[config.mk]
export PLATFORM = sky130hd
export DESIGN_NAME = skin_conductance_tonic_phasic_core_flat
export DESIGN_NICKNAME = d
export VERILOG_FILES = /design/src/design/sctp_pkg.sv /design/src/design/sctp_if.sv /design/src/design/sctp_regs.sv /design/src/design/sctp_mac.sv /design/src/design/sctp_div.sv /design/src/design/skin_conductance_tonic_phasic_core.sv /design/src/flat_wrapper.sv
export SDC_FILE = /design/constraint.sdc
export NUM_CORES = 1
export LEC_CHECK = 0
export BUFFER_PORTS_ARGS = -buffer_cell sky130_fd_sc_hd__buf_2
export CAP_MARGIN = 20
export CORE_ASPECT_RATIO = 0.6
export CORE_MARGIN = 3
export CORE_UTILIZATION = 37
export DETAILED_ROUTE_END_ITERATION = 10
export GPL_ROUTABILITY_DRIVEN = 1
export HOLD_SLACK_MARGIN = 0.05
export PLACE_DENSITY = 0.58
export SLEW_MARGIN = 15
export SYNTH_ARGS = -nofsm -noshare
export SYNTH_HDL_FRONTEND = slang
export SYNTH_SLANG_ARGS = --single-unit
[constraint.sdc]
create_clock -name clk_i -period 5.7 [get_ports clk_i]
set_clock_uncertainty 0.2 [all_clocks]
set_input_delay 0.57 -clock clk_i [delete_from_list [all_inputs] [get_ports clk_i]]
set_output_delay 0.57 -clock clk_i [all_outputs]
set_load 0.01 [all_outputs]
[src/design/sctp_pkg.sv]
// Shared constants, types and state codes of the skin conductance tonic/phasic core.
`default_nettype none
package sctp_pkg;

  // Default fixed point format of the filter levels
  localparam int unsigned FRAC_BITS_DEF = 16;
  localparam int unsigned ADC_BITS_DEF  = 10;

  // Word field widths
  localparam int unsigned SAMPLE_W  = 10;
  localparam int unsigned INV_W     = 10;
  localparam int unsigned PHASIC_W  = 17;
  localparam int unsigned TONIC_W   = 10;

  // Filter gains, Q0.16
  localparam int unsigned GAIN_W        = 16;
  localparam int unsigned FAST_GAIN_RST = 655;
  localparam int unsigned SLOW_GAIN_RST = 328;

  // Phasic scaling: difference over ten, remainder fits four bits
  localparam int unsigned PHASIC_DIV   = 10;
  localparam int unsigned PHASIC_REM_W = 4;

  // Tonic scaling to thousandths; quotient never reaches 2**TONIC_W
  localparam int unsigned TONIC_MUL = 1000;

  // APB port
  localparam int unsigned APB_AW = 3;
  localparam int unsigned APB_DW = 32;

  typedef enum logic {
    REG_FAST_GAIN = 1'b0,
    REG_SLOW_GAIN = 1'b1
  } reg_idx_e;

  typedef struct packed {
    logic [GAIN_W-1:0] fast_gain;
    logic [GAIN_W-1:0] slow_gain;
  } cfg_t;

  typedef enum logic [2:0] {
    ST_IDLE,
    ST_FAST,
    ST_FSAVE,
    ST_SLOAD,
    ST_SLOW,
    ST_SSAVE,
    ST_PREP,
    ST_DIV
  } state_e;

endpackage
`default_nettype wire

[src/design/sctp_if.sv]
// Valid/ready channel interfaces for sample and result words.
`default_nettype none
interface sctp_in_if;
  logic                          valid;
  logic                          ready;
  logic [sctp_pkg::SAMPLE_W-1:0] adc_sample;

  modport source (output valid, output adc_sample, input ready);
  modport sink   (input valid, input adc_sample, output ready);
endinterface

interface sctp_out_if;
  logic                          valid;
  logic                          ready;
  logic [sctp_pkg::INV_W-1:0]    inverted_reading;
  logic [sctp_pkg::PHASIC_W-1:0] phasic_response;
  logic [sctp_pkg::TONIC_W-1:0]  tonic_level_milli;

  modport source (output valid, output inverted_reading, output phasic_response,
                  output tonic_level_milli, input ready);
  modport sink   (input valid, input inverted_reading, input phasic_response,
                  input tonic_level_milli, output ready);
endinterface
`default_nettype wire

[src/design/sctp_regs.sv]
// APB register file holding the two filter gains.
`default_nettype none
module sctp_regs (
  input  wire logic                          clk_i,
  input  wire logic                          rst_ni,
  input  wire logic                          psel,
  input  wire logic                          penable,
  input  wire logic                          pwrite,
  input  wire logic [sctp_pkg::APB_AW-1:0]   paddr,
  input  wire logic [sctp_pkg::APB_DW-1:0]   pwdata,
  output logic      [sctp_pkg::APB_DW-1:0]   prdata,
  output logic                               pready,
  output sctp_pkg::cfg_t                     cfg_o
);

  sctp_pkg::cfg_t     cfg_q;
  sctp_pkg::reg_idx_e idx;
  logic               wr_en;

  assign idx    = sctp_pkg::reg_idx_e'(paddr[2]);
  assign wr_en  = psel && penable && pwrite;
  assign pready = 1'b1;
  assign cfg_o  = cfg_q;

  always_ff @(posedge clk_i or negedge rst_ni) begin
    if (!rst_ni) begin
      cfg_q.fast_gain <= sctp_pkg::GAIN_W'(sctp_pkg::FAST_GAIN_RST);
      cfg_q.slow_gain <= sctp_pkg::GAIN_W'(sctp_pkg::SLOW_GAIN_RST);
    end else if (wr_en) begin
      unique case (idx)
        sctp_pkg::REG_FAST_GAIN: cfg_q.fast_gain <= pwdata[sctp_pkg::GAIN_W-1:0];
        sctp_pkg::REG_SLOW_GAIN: cfg_q.slow_gain <= pwdata[sctp_pkg::GAIN_W-1:0];
        default: ;
      endcase
    end
  end

  always_comb begin
    unique case (idx)
      sctp_pkg::REG_FAST_GAIN: prdata = sctp_pkg::APB_DW'(cfg_q.fast_gain);
      sctp_pkg::REG_SLOW_GAIN: prdata = sctp_pkg::APB_DW'(cfg_q.slow_gain);
      default:                 prdata = '0;
    endcase
  end

endmodule
`default_nettype wire

[src/design/sctp_mac.sv]
// Serial-parallel one-pole filter update: one gain bit per cycle while step_i is high, LSB first.
`default_nettype none
module sctp_mac #(
  parameter int unsigned LVL_W = 26
) (
  input  wire logic                        clk_i,
  input  wire logic                        load_i,
  input  wire logic                        step_i,
  input  wire logic [sctp_pkg::GAIN_W-1:0] gain_i,
  input  wire logic [LVL_W-1:0]            target_i,
  input  wire logic [LVL_W-1:0]            level_i,
  output logic      [LVL_W-1:0]            level_o
);

  localparam int unsigned AccW = LVL_W + 2;

  logic signed [LVL_W:0]             diff_q;
  logic        [sctp_pkg::GAIN_W-1:0] gain_q;
  logic signed [AccW-1:0]            acc_q;
  logic signed [AccW-1:0]            addend;
  logic signed [AccW-1:0]            sum;
  logic signed [AccW-1:0]            lvl_sum;

  // level + floor(gain * (target - level) / 2**16); dropped LSBs give the floor
  assign addend  = gain_q[0] ? {diff_q[LVL_W], diff_q} : '0;
  assign sum     = acc_q + addend;
  assign lvl_sum = $signed({2'b00, level_i}) + acc_q;
  assign level_o = lvl_sum[LVL_W-1:0];

  always_ff @(posedge clk_i) begin
    if (load_i) begin
      diff_q <= $signed({1'b0, target_i}) - $signed({1'b0, level_i});
      gain_q <= gain_i;
      acc_q  <= '0;
    end else if (step_i) begin
      acc_q  <= sum >>> 1;
      gain_q <= gain_q >> 1;
    end
  end

endmodule
`default_nettype wire

[src/design/sctp_div.sv]
// Bit-serial restoring divider by a constant: one quotient bit per cycle while step_i is high, MSB first.
`default_nettype none
module sctp_div #(
  parameter int unsigned NUM_W = 26,
  parameter int unsigned REM_W = 4,
  parameter int unsigned DEN   = 10
) (
  input  wire logic             clk_i,
  input  wire logic             load_i,
  input  wire logic             step_i,
  input  wire logic [REM_W-1:0] rem_i,
  input  wire logic [NUM_W-1:0] num_i,
  output logic      [NUM_W-1:0] quo_o
);

  localparam logic [REM_W:0] DenV = (REM_W + 1)'(DEN);

  logic [REM_W-1:0] rem_q;
  logic [NUM_W-1:0] sr_q;
  logic [REM_W:0]   trial;
  logic [REM_W:0]   diff;
  logic             ge;

  // Dividend bits leave at the top while quotient bits enter at the bottom
  assign trial = {rem_q, sr_q[NUM_W-1]};
  assign ge    = trial >= DenV;
  assign diff  = trial - DenV;
  assign quo_o = sr_q;

  always_ff @(posedge clk_i) begin
    if (load_i) begin
      rem_q <= rem_i;
      sr_q  <= num_i;
    end else if (step_i) begin
      rem_q <= ge ? diff[REM_W-1:0] : trial[REM_W-1:0];
      sr_q  <= {sr_q[NUM_W-2:0], ge};
    end
  end

endmodule
`default_nettype wire

[src/design/skin_conductance_tonic_phasic_core.sv]
// Skin conductance core: inversion, cascaded one-pole filters, phasic and tonic outputs.
// The word rate is set by the serial filter unit (16 gain bits per filter, two filters)
// and the bit-serial divide by ten.
// A sample is taken only while the core is idle; the result register frees the sample side.
// Reset (async, active low) clears both levels and restores the default gains.
`default_nettype none
module skin_conductance_tonic_phasic_core #(
  parameter int unsigned FRAC_BITS = sctp_pkg::FRAC_BITS_DEF,
  parameter int unsigned ADC_BITS  = sctp_pkg::ADC_BITS_DEF
) (
  input  wire logic                          clk_i,
  input  wire logic                          rst_ni,
  sctp_in_if.sink                            sample_i,
  sctp_out_if.source                         result_o,
  input  wire logic                          psel,
  input  wire logic                          penable,
  input  wire logic                          pwrite,
  input  wire logic [sctp_pkg::APB_AW-1:0]   paddr,
  input  wire logic [sctp_pkg::APB_DW-1:0]   pwdata,
  output logic      [sctp_pkg::APB_DW-1:0]   prdata,
  output logic                               pready
);

  localparam int unsigned LW        = ADC_BITS + FRAC_BITS;
  localparam int unsigned CntW      = $clog2(LW + 1);
  localparam int unsigned PW        = LW + 2;
  localparam int unsigned TonW      = ADC_BITS + sctp_pkg::TONIC_W;
  localparam int unsigned AdcMax    = (1 << ADC_BITS) - 1;
  localparam int unsigned Offset    = (1 << FRAC_BITS) / 5;
  localparam int unsigned OneQ      = 1 << FRAC_BITS;
  localparam int unsigned UpShift   = (FRAC_BITS < 16) ? (16 - FRAC_BITS) : 0;
  localparam int unsigned DownShift = (FRAC_BITS >= 16) ? (FRAC_BITS - 16) : 0;
  localparam int unsigned ShW       = FRAC_BITS + 17;
  localparam logic [LW-1:0] LevelMax = {{ADC_BITS{1'b1}}, {FRAC_BITS{1'b0}}};

  sctp_pkg::cfg_t   cfg;
  sctp_pkg::state_e state_q, state_d;
  logic [CntW-1:0]  cnt_q, cnt_d;

  logic [LW-1:0]       fast_q, slow_q;
  logic [ADC_BITS-1:0] inv_q;
  logic                neg_q;
  logic                out_valid_q;
  logic [sctp_pkg::INV_W-1:0]    out_inv_q;
  logic [sctp_pkg::PHASIC_W-1:0] out_phasic_q;
  logic [sctp_pkg::TONIC_W-1:0]  out_tonic_q;

  logic mac_load, mac_step, sel_slow, fast_we, slow_we;
  logic div_load, div_step, out_load, in_ready;

  logic [ADC_BITS-1:0]          inv_now;
  logic [sctp_pkg::GAIN_W-1:0]  mac_gain;
  logic [LW-1:0]                mac_target, mac_level, mac_out;
  logic                         d_neg;
  logic [LW-1:0]                mag;
  logic [TonW-1:0]              ton_num;
  logic [LW-1:0]                quo10;
  logic [sctp_pkg::TONIC_W-1:0] ton_quo;
  logic signed [PW-1:0]         p_pos, p_neg, p_raw;
  logic [FRAC_BITS:0]           p_clamp;
  logic [ShW-1:0]               p_shift;
  logic                         ton_step;

  sctp_regs u_regs (
    .clk_i   (clk_i),
    .rst_ni  (rst_ni),
    .psel    (psel),
    .penable (penable),
    .pwrite  (pwrite),
    .paddr   (paddr),
    .pwdata  (pwdata),
    .prdata  (prdata),
    .pready  (pready),
    .cfg_o   (cfg)
  );

  assign inv_now    = ~ADC_BITS'(sample_i.adc_sample);
  assign mac_gain   = sel_slow ? cfg.slow_gain : cfg.fast_gain;
  assign mac_target = sel_slow ? fast_q : {inv_now, {FRAC_BITS{1'b0}}};
  assign mac_level  = sel_slow ? slow_q : fast_q;

  sctp_mac #(.LVL_W(LW)) u_mac (
    .clk_i    (clk_i),
    .load_i   (mac_load),
    .step_i   (mac_step),
    .gain_i   (mac_gain),
    .target_i (mac_target),
    .level_i  (mac_level),
    .level_o  (mac_out)
  );

  // |fast - slow| feeds the divide by ten; sign is restored afterwards
  assign d_neg   = fast_q < slow_q;
  assign mag     = d_neg ? (slow_q - fast_q) : (fast_q - slow_q);
  assign ton_num = TonW'(fast_q[LW-1:FRAC_BITS]) * TonW'(sctp_pkg::TONIC_MUL);

  sctp_div #(
    .NUM_W (LW),
    .REM_W (sctp_pkg::PHASIC_REM_W),
    .DEN   (sctp_pkg::PHASIC_DIV)
  ) u_div_phasic (
    .clk_i  (clk_i),
    .load_i (div_load),
    .step_i (div_step),
    .rem_i  ('0),
    .num_i  (mag),
    .quo_o  (quo10)
  );

  // Upper dividend bits already sit below the divisor, so only the low bits iterate
  assign ton_step = div_step && (cnt_q < CntW'(sctp_pkg::TONIC_W));

  sctp_div #(
    .NUM_W (sctp_pkg::TONIC_W),
    .REM_W (ADC_BITS),
    .DEN   (AdcMax)
  ) u_div_tonic (
    .clk_i  (clk_i),
    .load_i (div_load),
    .step_i (ton_step),
    .rem_i  (ton_num[TonW-1:sctp_pkg::TONIC_W]),
    .num_i  (ton_num[sctp_pkg::TONIC_W-1:0]),
    .quo_o  (ton_quo)
  );

  // Offset plus or minus the quotient, clamped to 0..1, rescaled to 16 fraction bits
  assign p_pos = PW'(Offset) + $signed({2'b00, quo10});
  assign p_neg = PW'(Offset) - $signed({2'b00, quo10});
  assign p_raw = neg_q ? p_neg : p_pos;

  always_comb begin
    priority if (p_raw[PW-1]) begin
      p_clamp = '0;
    end else if (p_raw > $signed(PW'(OneQ))) begin
      p_clamp = (FRAC_BITS + 1)'(OneQ);
    end else begin
      p_clamp = p_raw[FRAC_BITS:0];
    end
  end

  assign p_shift = (ShW'(p_clamp) << UpShift) >> DownShift;

  always_ff @(posedge clk_i or negedge rst_ni) begin
    if (!rst_ni) begin
      state_q <= sctp_pkg::ST_IDLE;
      cnt_q   <= '0;
    end else begin
      state_q <= state_d;
      cnt_q   <= cnt_d;
    end
  end

  always_comb begin
    state_d  = state_q;
    cnt_d    = cnt_q;
    mac_load = 1'b0;
    mac_step = 1'b0;
    sel_slow = 1'b0;
    fast_we  = 1'b0;
    slow_we  = 1'b0;
    div_load = 1'b0;
    div_step = 1'b0;
    out_load = 1'b0;
    in_ready = 1'b0;
    unique case (state_q)
      sctp_pkg::ST_IDLE: begin
        in_ready = 1'b1;
        if (sample_i.valid) begin
          mac_load = 1'b1;
          cnt_d    = '0;
          state_d  = sctp_pkg::ST_FAST;
        end
      end
      sctp_pkg::ST_FAST: begin
        mac_step = 1'b1;
        cnt_d    = cnt_q + 1'b1;
        if (cnt_q == CntW'(sctp_pkg::GAIN_W - 1)) begin
          cnt_d   = '0;
          state_d = sctp_pkg::ST_FSAVE;
        end
      end
      sctp_pkg::ST_FSAVE: begin
        fast_we = 1'b1;
        state_d = sctp_pkg::ST_SLOAD;
      end
      sctp_pkg::ST_SLOAD: begin
        sel_slow = 1'b1;
        mac_load = 1'b1;
        state_d  = sctp_pkg::ST_SLOW;
      end
      sctp_pkg::ST_SLOW: begin
        sel_slow = 1'b1;
        mac_step = 1'b1;
        cnt_d    = cnt_q + 1'b1;
        if (cnt_q == CntW'(sctp_pkg::GAIN_W - 1)) begin
          cnt_d   = '0;
          state_d = sctp_pkg::ST_SSAVE;
        end
      end
      sctp_pkg::ST_SSAVE: begin
        sel_slow = 1'b1;
        slow_we  = 1'b1;
        state_d  = sctp_pkg::ST_PREP;
      end
      sctp_pkg::ST_PREP: begin
        div_load = 1'b1;
        cnt_d    = '0;
        state_d  = sctp_pkg::ST_DIV;
      end
      sctp_pkg::ST_DIV: begin
        if (cnt_q == CntW'(LW)) begin
          // hold the finished word until the result register is free
          if (!out_valid_q || result_o.ready) begin
            out_load = 1'b1;
            cnt_d    = '0;
            state_d  = sctp_pkg::ST_IDLE;
          end
        end else begin
          div_step = 1'b1;
          cnt_d    = cnt_q + 1'b1;
        end
      end
      default: state_d = sctp_pkg::ST_IDLE;
    endcase
  end

  always_ff @(posedge clk_i or negedge rst_ni) begin
    if (!rst_ni) begin
      fast_q      <= '0;
      slow_q      <= '0;
      out_valid_q <= 1'b0;
    end else begin
      if (fast_we) begin
        fast_q <= mac_out;
      end
      if (slow_we) begin
        slow_q <= mac_out;
      end
      if (out_load) begin
        out_valid_q <= 1'b1;
      end else if (result_o.ready) begin
        out_valid_q <= 1'b0;
      end
    end
  end

  always_ff @(posedge clk_i) begin
    if (mac_load && !sel_slow) begin
      inv_q <= inv_now;
    end
    if (div_load) begin
      neg_q <= d_neg;
    end
    if (out_load) begin
      out_inv_q    <= sctp_pkg::INV_W'(inv_q);
      out_phasic_q <= p_shift[sctp_pkg::PHASIC_W-1:0];
      out_tonic_q  <= ton_quo;
    end
  end

  assign sample_i.ready             = in_ready;
  assign result_o.valid             = out_valid_q;
  assign result_o.inverted_reading  = out_inv_q;
  assign result_o.phasic_response   = out_phasic_q;
  assign result_o.tonic_level_milli = out_tonic_q;

`ifndef NO_ASSERTIONS
  // An accepted sample starts the fast filter pass
  a_accept_starts: assert property (@(posedge clk_i) disable iff (!rst_ni)
    sample_i.valid && sample_i.ready |=> state_q == sctp_pkg::ST_FAST)
    else $error("accepted sample did not start the fast filter");

  // A finished word with a free result register lands there
  a_result_loads: assert property (@(posedge clk_i) disable iff (!rst_ni)
    state_q == sctp_pkg::ST_DIV && cnt_q == CntW'(LW) && (!out_valid_q || result_o.ready)
    |=> out_valid_q && state_q == sctp_pkg::ST_IDLE)
    else $error("finished word not moved to result register");

  // Filter levels never climb above full scale
  a_fast_bounded: assert property (@(posedge clk_i) disable iff (!rst_ni)
    state_q == sctp_pkg::ST_FSAVE |=> fast_q <= LevelMax)
    else $error("fast level above full scale");

  a_slow_bounded: assert property (@(posedge clk_i) disable iff (!rst_ni)
    state_q == sctp_pkg::ST_SSAVE |=> slow_q <= LevelMax)
    else $error("slow level above full scale");
`endif

endmodule
`default_nettype wire
[src/flat_wrapper.sv]
// flat-port wrapper written by rule: the top's interface ports become plain ports
module skin_conductance_tonic_phasic_core_flat 
#(
  parameter int unsigned FRAC_BITS = sctp_pkg::FRAC_BITS_DEF,
  parameter int unsigned ADC_BITS  = sctp_pkg::ADC_BITS_DEF
)
  (clk_i, rst_ni, psel, penable, pwrite, paddr, pwdata, prdata, pready, sample_i_valid, sample_i_adc_sample, sample_i_ready, result_o_valid, result_o_inverted_reading, result_o_phasic_response, result_o_tonic_level_milli, result_o_ready);
  sctp_in_if sample_i_i ();
  sctp_out_if result_o_i ();
  input  wire logic clk_i;
  input  wire logic rst_ni;
  input  wire logic psel;
  input  wire logic penable;
  input  wire logic pwrite;
  input  wire logic [sctp_pkg::APB_AW-1:0] paddr;
  input  wire logic [sctp_pkg::APB_DW-1:0] pwdata;
  output logic      [sctp_pkg::APB_DW-1:0] prdata;
  output logic pready;
  input wire logic [$bits(sample_i_i.valid)-1:0] sample_i_valid;
  input wire logic [$bits(sample_i_i.adc_sample)-1:0] sample_i_adc_sample;
  output wire logic [$bits(sample_i_i.ready)-1:0] sample_i_ready;
  output wire logic [$bits(result_o_i.valid)-1:0] result_o_valid;
  output wire logic [$bits(result_o_i.inverted_reading)-1:0] result_o_inverted_reading;
  output wire logic [$bits(result_o_i.phasic_response)-1:0] result_o_phasic_response;
  output wire logic [$bits(result_o_i.tonic_level_milli)-1:0] result_o_tonic_level_milli;
  input wire logic [$bits(result_o_i.ready)-1:0] result_o_ready;
  assign sample_i_i.valid = sample_i_valid;
  assign sample_i_i.adc_sample = sample_i_adc_sample;
  assign sample_i_ready = sample_i_i.ready;
  assign result_o_valid = result_o_i.valid;
  assign result_o_inverted_reading = result_o_i.inverted_reading;
  assign result_o_phasic_response = result_o_i.phasic_response;
  assign result_o_tonic_level_milli = result_o_i.tonic_level_milli;
  assign result_o_i.ready = result_o_ready;
  skin_conductance_tonic_phasic_core #(.FRAC_BITS(FRAC_BITS), .ADC_BITS(ADC_BITS)) u_core (.clk_i(clk_i), .rst_ni(rst_ni), .sample_i(sample_i_i), .result_o(result_o_i), .psel(psel), .penable(penable), .pwrite(pwrite), .paddr(paddr), .pwdata(pwdata), .prdata(prdata), .pready(pready));
endmodule
## Yosys cells after proc, flatten, opt, wreduce, memory -nomap -nowiden

Cells that the tools add are included.

- Output and inout port bits: 72
- Logic and storage cells: 118
- Input bits: 52
- Bits in registers: 261

- Bitwise operators: 2
- $mul: 1
- Magnitude comparators: 5
- Add/sub/neg operators: 10
- Muxes and demuxes: 44
- Reduce and logical (&&, ||, !) cells: 20
- Eq/ne operators: 15

Operators by type and width:

| cell | count |
|---|---|
| 2-to-1 mux 26 bit | 5 |
| one-hot mux 32 bit (2 select lines) | 1 |
| 2-to-1 mux 28 bit | 2 |
| subtractor 26 bit | 2 |
| 2-to-1 mux 10 bit | 5 |
| 2-to-1 mux 16 bit | 3 |
| adder 27 x 28 -> 28 bit | 1 |
| greater-than comparator 28 x 18 -> 1 bit, second input constant | 1 |
| adder 14 x 26 -> 27 bit, first input constant | 1 |
| subtractor 14 x 26 -> 27 bit, first input constant | 1 |
| subtractor 26 x 26 -> 27 bit | 1 |
| adder 26 bit | 1 |
| less-than comparator 26 bit | 1 |
| one-hot mux 3 bit (8 select lines) | 1 |
| 2-to-1 mux 5 bit | 4 |
| one-hot mux 5 bit (4 select lines) | 1 |
| multiplier 10 x 7 -> 17 bit, second input constant | 1 |
| 2-to-1 mux 17 bit | 1 |
| 2-to-1 mux 3 bit | 5 |
| 2-to-1 mux 1 bit | 14 |
| == test 3 bit, second input constant | 4 |
| >= comparator 11 x 10 -> 1 bit, second input constant | 1 |
| NOT 10 bit | 1 |
| subtractor 10 bit, second input constant | 1 |
| 25 further kinds | 38 |

## Longest topological paths before layout

Gate-level depths: netlist (run 1).

- Word-level depth: 6
- Depth in mapped cells: 21
- Gate-level depth less buffers: 19

## Cells and area by module

From an unflattened synthesis (run 1), not the netlist that was laid out.

- Cell total of the unflattened synthesis: 2202
- Area, all modules: 20911.3 um2

By module, submodules not included:

| module | seq. area each (um2) | area each (um2) | times used | cells an instance |
|---|---|---|---|---|
| skin_conductance_tonic_phasic_core | 2967.8 | 9998.3 | 1 | 1113 |
| sctp_mac | 1831.8 | 6806.5 | 1 | 807 |
| sctp_regs | 812.0 | 1609.0 | 1 | 105 |
| sctp_div (u_core.u_div_phasic) | 900.9 | 1365.1 | 1 | 83 |
| sctp_div (u_core.u_div_tonic) | 600.6 | 1132.3 | 1 | 94 |

## Worst setup path after synthesis (run 1)

No wires, ideal clock.

- Kind: register to register
- From: register u_core.state_q[0]
- To: register u_core.fast_q[25]
- Slack: 0.891 ns
- Library setup time: 0.071 ns
- Required time: 5.429 ns
- Cell stages (with the launch flop): 20
- Path buffers: 2
- Clock period less this slack: 4.809 ns
- Arrival time: 4.539 ns
- Path through: dfrtp_1 inv_1 ha_1 nor2_1 a21oi_1 clkbuf_1 buf_1 mux2i_1 inv_1 ha_1 a21o_1 a21o_1 a21oi_2 a2bb2oi_1 o311ai_1 a31oi_1 o21bai_1 a311o_1 or4_1 nand4_1

- Word-level cells in the longest chain between the ends: 5
- Elaborated cells between the ends (all ways): 9
- Classes of those cells: add/sub (1); eq/ne (4); mux (3); reduce/logical (1)

RTL lines:

| item | RTL line | text |
|---|---|---|
| start: declaration | skin_conductance_tonic_phasic_core.sv:37 | `sctp_pkg::state_e state_q, state_d;` |
| start signal: assignment | skin_conductance_tonic_phasic_core.sv:145 | `state_q <= sctp_pkg::ST_IDLE;` |
| start signal: assignment | skin_conductance_tonic_phasic_core.sv:148 | `state_q <= state_d;` |
| == test 3 x 2 -> 1 bit or == test 3 bit (tied branches) | skin_conductance_tonic_phasic_core.sv:165 | `unique case (state_q)` |
| OR reduction 3 bit (no source line) | n/a |  |
| 2-to-1 mux 1 bit | skin_conductance_tonic_phasic_core.sv:165 |  |
| 2-to-1 mux 26 bit | skin_conductance_tonic_phasic_core.sv:80 | `assign mac_level = sel_slow ? slow_q : fast_q;` |
| adder 26 bit | sctp_mac.sv:27 | `assign lvl_sum = $signed({2'b00, level_i}) + acc_q;` |
| end signal: assignment | skin_conductance_tonic_phasic_core.sv:234 | `fast_q <= mac_out;` |
| end: declaration | skin_conductance_tonic_phasic_core.sv:40 | `logic [LW-1:0] fast_q, slow_q;` |

Parallel ways exist; a longest one is shown, timed or not.
A chain may end at the register's enable or synchronous reset.

## Worst setup path in the final report (run 1)

- From: register u_core.state_q[0]
- To: register u_core.fast_q[24]

Same word-level chain as after synthesis.

==> flow_summary.ini, run 1 <==
[synthesis]
synthTopCellsByArea = edfxtp_1 (20%), ha_1 (12%), dfrtp_1 (11%)
synth_edf_count = 134
synth-simple-area-share = 0.148
synthAdderAreaFrac = 0.150
synth_area_sq_mm = 0.0199
syn_inst = 2183
synth_top_area_frac = 0.202
synth_flop_cell = edfxtp_1
synth_xor_area_frac = 0.0558
yosysSeqAreaShare = 0.353
synth_compound_area_frac = 0.182
ys_async_sr_fraction = 0.356
yosysTopAreaCell = edfxtp_1
ys_ff_latch = 261
synth.avg_cell_area_sq_um = 9.13
synth.distinct_cells = 89
yosys_warnings = 0
synth_top_family_by_area = compound AO/OA/AOI/OAI gates
post_synth_mux_area_share = 0.0518

[floorplanning]
ios = 124
coreArea_sq_mm = 0.0529
num_rows = 65
die_w_microns = 306
dieArea_sq_mm = 0.0568
die_h_microns = 186
initial_core_util = 0.377

[setup_path]
critPathSlowestCell = a21oi_4
required_ns = 5.93
path_delay_family = compound AO/OA/AOI/OAI gates
cp_cell_sequence = inv_1, ha_1, nor2_1, a21oi_4, buf_4, mux2i_1, inv_1, ha_1, and4_1, a221o_1, o311ai_1, a31oi_1, or4_1, a31oi_1, xor2_1, o21ai_0
critPathMaxFanout = 20
cp.arrival_ns = 5.45
crit_path_end_kind = register
critPathLaunchType = register
cpPeakStageDelay_ns = 0.64
crit_type = register to register
critical_path_buf_inv_count = 3

[timing]
final.period_utilization = 0.916
tns_ns = 0
holdWs_ns = 0.127
worst_slew_margin_rel = 0.368
rsz0062_at_grt = no
min_period_ns = 5.22
fmax_mhz = 191
hold_viol = 0
setup_violations = 0
slew_violations = 0
tightestPinTransition_ns = 0.946

[clock_network]
cts_resized = 0
clkSinkCount = 261
cts_buffers = 27
htree_levels = 1
cts-root-buf = clkbuf_16
ctsLongestPathBuffers = 3
postCtsHoldBufs = 27
insertion_delay_ns = 0.58
cts_setup_buffers = 0
cts_tree = built
clk_transition_reported_paths_ns = 0.07

[route]
drc = 0
firstDrtPassIters = 5
drt_iter0_markers = 1415
viasPerCell = 5.33
drt-total-wl_microns = 51400
wl_per_cell_microns = 17.3
via_count = 15900
postRouteAntennaNets = 0

[layout]
fin_nets = 2523
n_antenna_cell = 0
synthToLayoutAreaGrowth_pct = 11.3
layout-drive-gt1-share = 0.113
n_fill_cell = 5185

[global_routing]
antenna_found_initial = 0
gr-total-overflow = 0
gr-usage-all-layers = 0.177
grt_pass1_vias = 15100
grt_max_degree = 77
grt_pass1_wl_microns = 82000

[hold_path]
hp-class = input pin to register

[place]
port-buffer-count = 88
gp_congestion = 0.881
hpwlAfterDp_microns = 38800

[run_status]
status = completed

[flow_run]
maxCapViolations = 0

[power]
p_per_area_mw_per_mm2 = 363
ir_drop_mv = 0.228
p_leak_nw = 9.89
total_power_mw = 8.05
-- cells in the mapped netlist (41+ instances only) --
cell / count
nand2_1: 236
edfxtp_1: 134
nand3_1: 47
xnor2_1: 74
ha_1: 184
clkbuf_1: 58
inv_1: 169
mux2i_1: 41
dfrtp_1: 84
a21oi_1: 140
o21ai_0: 161
mux2_2: 52
a21o_1: 61
nor2_1: 145
xor2_1: 53
-- worst register-to-register path: stages, from the launching register on --
cell	delay, ns
dfrtp_1	0.40
inv_1	0.11
ha_1	0.27
nor2_1	0.12
a21oi_4	0.64
buf_4	0.43
mux2i_1	0.33
inv_1	0.09
ha_1	0.34
and4_1	0.23
a221o_1	0.32
o311ai_1	0.40
a31oi_1	0.18
or4_1	0.44
a31oi_1	0.22
xor2_1	0.23
o21ai_0	0.13
-- path summary, 6_finish.rpt --
kind                                                     from                                       endpoint  slack, ns  depth (start not counted)
min in group asynchronous                              rst_ni             u_core.u_regs.cfg_o[2]$_DFFE_PN0P_       0.22                          2
worst min register to register      u_core.inv_q[2]$_DFFE_PP_  u_core.result_o.inverted_reading[2]$_DFFE_PP_       0.22                          0
worst max-delay path            u_core.state_q[0]$_DFFE_PN0P_                  u_core.fast_q[24]$_DFFE_PN0P_       0.48                         16
worst min-delay path                           result_o_ready              u_core.result_o.valid$_DFFE_PN0P_       0.13                          3
worst max register to register  u_core.state_q[0]$_DFFE_PN0P_                  u_core.fast_q[24]$_DFFE_PN0P_       0.48                         16
max in group asynchronous                              rst_ni                   u_core.slow_q[0]$_DFFE_PN0P_       3.83                          3
-- kinds of logic after synthesis --
group,count (synthesis)
buffers and inverters,280
adder cells (fa/ha/maj),218
other,2
XOR/XNOR,127
AND/OR/NAND/NOR,635
AO/OA/AOI/OAI,565
flip-flops,261
multiplexers,95
-- layout by cell type (no fill, tap or decap), types with 11 or more instances in the layout --
master,netlist,layout
a211oi_1,13,13
a21o_1,61,60
a21oi_1,140,139
a31oi_1,37,37
and2_1,32,32
and3_1,19,19
buf_2,14,87
buf_4,18,17
clkbuf_16,0,27
conb_1,2,17
dfrtp_1,84,84
dfxtp_1,34,34
dlygate4sd3_1,0,27
edfxtp_1,134,134
fa_1,34,34
ha_1,184,184
inv_1,169,169
mux2_2,52,52
mux2i_1,41,41
nand2_1,236,235
nand2b_1,21,21
nand3_1,47,47
nand4_1,19,19
nor2_1,145,145
nor2b_1,24,23
nor3_1,39,39
nor4_1,11,11
o21a_1,18,18
o21ai_0,161,161
o21bai_1,16,16
o31ai_1,15,15
or3_1,11,11
xnor2_1,74,74
xor2_1,53,53
-- through the flow --
stage	utilization	instances	instance area [sq um]	worst slack, ns
4_1_cts	0.419	2974	22100	0.522
2_1_floorplan	-	2198	20000	0.891
3_3_place_gp	0.396	2896	20900	0.588
5_1_grt	0.420	2977	22200	0.0979
6_report	0.420	2977	22200	0.478
3_5_place_dp	0.396	2897	20900	0.551
-- registers in the layout, indices dropped and copies added, names as in the netlist, 16 cells and up --
register,cells
u_core.fast_q,26
u_core.result_o.phasic_response,17
u_core.slow_q,26
u_core.u_div_phasic.quo_o,26
u_core.u_mac.acc_q,27
u_core.u_mac.diff_q,27
u_core.u_mac.gain_q,16
u_core.u_regs.cfg_o,32
-- layout make-up --
cell class / count / area, sq um / area share
multi-input combinational: 1657 / 11800 / 0.531
sequential: 261 / 7040 / 0.317
timing repair buffer: 135 / 895 / 0.0403
clock inverter: 20 / 241 / 0.0109
inverter: 171 / 642 / 0.0289
clock buffer: 30 / 697 / 0.0314
tap: 703 / 880 / 0.0396
-- routing by layer --
| layer | global-route usage | up-vias | share of wire |
|---|---|---|---|
| met5 | 0 | - | 0 |
| met4 | 0.0262 | 0 | 0.014 |
| met3 | 0.0254 | 58 | 0.054 |
| met2 | 0.240 | 378 | 0.38 |
| met1 | 0.293 | 7574 | 0.56 |
| li1 | - | 7846 | - |
-- report_power, final --
group / total [mW] / switching (mW) / internal [mW]
clock: 1.92 / 0.837 / 1.08
combinational: 3.51 / 2.08 / 1.42
sequential: 2.63 / 0.296 / 2.33
total: 8.05 / 3.22 / 4.83
Power figures use the tool's default switching activity.
==> run 2: changes to the inputs <==
Settings changed: ABC_AREA set to 1, CELL_PAD_IN_SITES_DETAIL_PLACEMENT set to 1, CELL_PAD_IN_SITES_GLOBAL_PLACEMENT set to 2, CORE_UTILIZATION 37 to 36, PLACE_DENSITY 0.58 to 0.86, SKIP_CTS_REPAIR_TIMING set to 1.
==> flow_summary.ini, run 2 <==
[place]
dp.cells = 3838
hpwlAfterDp_microns = 59900
port-buffer-count = 88
gp_congestion = 0.989

[synthesis]
synth_flop_cell = edfxtp_1
synthAdderAreaFrac = 0.137
synth.avg_cell_area_sq_um = 7.16
ys_ff_latch = 261
synth.distinct_cells = 52
synth_commonest_cells = nand2_1 (719), inv_1 (426), o21ai_0 (312), nor2_1 (295), a21oi_1 (193)
ys_async_sr_fraction = 0.356
synth_top_area_frac = 0.185
synth_top_family_by_area = simple AND/OR/NAND/NOR gates
synth_area_sq_mm = 0.0218
synth_xor_area_frac = 0.0470
post_synth_mux_area_share = 0
yosysMostFrequentCell = nand2_1
synth_compound_area_frac = 0.155
synth_edf_count = 134
syn_inst = 3043
yosysTopAreaCell = edfxtp_1
yosys_warnings = 0
yosysSeqAreaShare = 0.323
synth-simple-area-share = 0.240
synthTopCellsByArea = edfxtp_1 (18%), nand2_1 (12%), ha_1 (11%)

[timing]
tightestPinTransition_ns = 1.08
slew_violations = 0
final.period_utilization = 0.838
hold_viol = 0
fmax_mhz = 209
rsz0062_at_grt = no
tns_ns = 0
setup_violations = 0
worst_slew_margin_rel = 0.270
min_period_ns = 4.77

[global_routing]
antenna_found_initial = 2
top_usage_layer = met1
gr-usage-all-layers = 0.235
grt_max_degree = 66
gr-total-overflow = 0
grt_pass1_wl_microns = 119000
gr-usage-met2 = 0.328
grt_use_met3 = 0.0519
grtUsageMet1 = 0.374
grt_pass1_vias = 21000

[route]
wl_per_cell_microns = 19.2
drt-total-wl_microns = 75200
firstDrtPassIters = 5
drc = 0
postRouteAntennaNets = 0
via_count = 20800
viasPerCell = 5.30
drt_iter0_markers = 1552

[layout]
seq_area_sq_mm = 0.00704
final_cell_mix = nand2_1 (718), inv_1 (426), o21ai_0 (312), nor2_1 (294), a21oi_1 (193)
layout_commonest_cell = nand2_1
fin_nets = 3387
synthToLayoutAreaGrowth_pct = 11.4
n_antenna_cell = 0
n_fill_cell = 7438
multi_input_area_sq_mm = 0.0127
layout-drive-gt1-share = 0.0669
largest_reg_flops = 32
final_cells = 3922

[floorplanning]
initial_core_util = 0.366
die_h_microns = 197
dieArea_sq_mm = 0.0636
ios = 124
coreArea_sq_mm = 0.0595
num_rows = 69
die_w_microns = 324

[setup_path]
critPathSlowestCell = a21oi_1
critPathLaunchType = register
critical_path_buf_inv_count = 3
cp_cell_sequence = inv_1, ha_1, nand2_1, nand3_4, buf_4, nand2_1, o21ai_0, inv_1, ha_1, a21oi_1, nand2_1, a21oi_1, o21ai_0, a21oi_1, o21ai_0, or2_2, nand3_1, nand2_1
cp.arrival_ns = 5.04
crit_path_end_kind = register
critPathMostFrequentCell = nand2_1
path_delay_family = compound AO/OA/AOI/OAI gates
crit_type = register to register
cpPeakStageDelay_ns = 0.55
critPathMaxFanout = 24
required_ns = 5.97

[clock_network]
insertion_delay_ns = 0.61
clk_transition_reported_paths_ns = 0.07
ctsLongestPathBuffers = 3
cts-root-buf = clkbuf_16
cts_buffers = 30
htree_levels = 1
cts_tree = built
clkSinkCount = 261

[flow_run]
maxCapViolations = 0

[hold_path]
hp-class = input pin to register

[run_status]
status = completed
[run 2: cells by family after synthesis]
| family | after synthesis |
|---|---|
| AOI/OAI and AO/OA | 624 |
| other | 2 |
| xor gates and xnor gates | 117 |
| and+or+nand+nor | 1280 |
| DFF | 261 |
| buffers and inverters | 541 |
| adders and majority gates | 218 |
[run 2: metrics by stage]
step,utilization,hold WS (ns),worst slack [ns],area [sq um]
final,0.408,0.0373,0.926,24300
after CTS,0.403,-0.336,0.988,24000
after floorplan,-,0.0744,1.50,21800
after global routing,0.408,0.0544,0.599,24300
after global placement,0.385,0.204,1.10,22900
after detailed placement,0.385,0.205,1.01,22900
[run 2: metal layers]
layer / wire [microns] / up-vias
met1: 39300 / 10200
met5: 0 / -
met2: 29300 / 509
met4: 856 / 0
li1: - / 10100
met3: 5750 / 47
[run 2: worst paths after layout]
path                       depth (start not counted)                          start  slack [ns]                                       endpoint
min reg2reg                                        0      u_core.inv_q[6]$_DFFE_PP_        0.23  u_core.result_o.inverted_reading[6]$_DFFE_PP_
max in group asynchronous                          3                         rst_ni        3.72             u_core.u_regs.cfg_o[7]$_DFFE_PN0P_
max reg2reg                                       18  u_core.state_q[0]$_DFFE_PN0P_        0.93                  u_core.slow_q[21]$_DFFE_PN0P_
min in group asynchronous                          2                         rst_ni        0.30                  u_core.slow_q[13]$_DFFE_PN0P_
max                                               18  u_core.state_q[0]$_DFFE_PN0P_        0.93                  u_core.slow_q[21]$_DFFE_PN0P_
min                                                3                     pwdata[12]        0.04            u_core.u_regs.cfg_o[12]$_DFFE_PN0P_
[run 2: worst register-to-register path, cell delays in order, from the launching register on]
cell	delay, ns
dfrtp_1	0.41
inv_1	0.12
ha_1	0.19
nand2_1	0.12
nand3_4	0.33
buf_4	0.32
nand2_1	0.07
o21ai_0	0.21
inv_1	0.17
ha_1	0.24
a21oi_1	0.17
nand2_1	0.11
a21oi_1	0.36
o21ai_0	0.36
a21oi_1	0.56
o21ai_0	0.20
or2_2	0.32
nand3_1	0.10
nand2_1	0.09
[run 2: area by class of cell]
| cell class | count | share of cell area |
|---|---|---|
| multi-input cells | 2256 | 0.523 |
| flip-flops and latches | 261 | 0.290 |
| inverters | 433 | 0.0669 |
| well taps | 781 | 0.0403 |
| repair buffers | 135 | 0.0366 |
| clock buffers | 36 | 0.0336 |
| clock inverters | 20 | 0.00959 |
Power of run 2 is not shown: default switching activity piles up to over one toggle a cycle in this logic, so the estimate is an artifact.
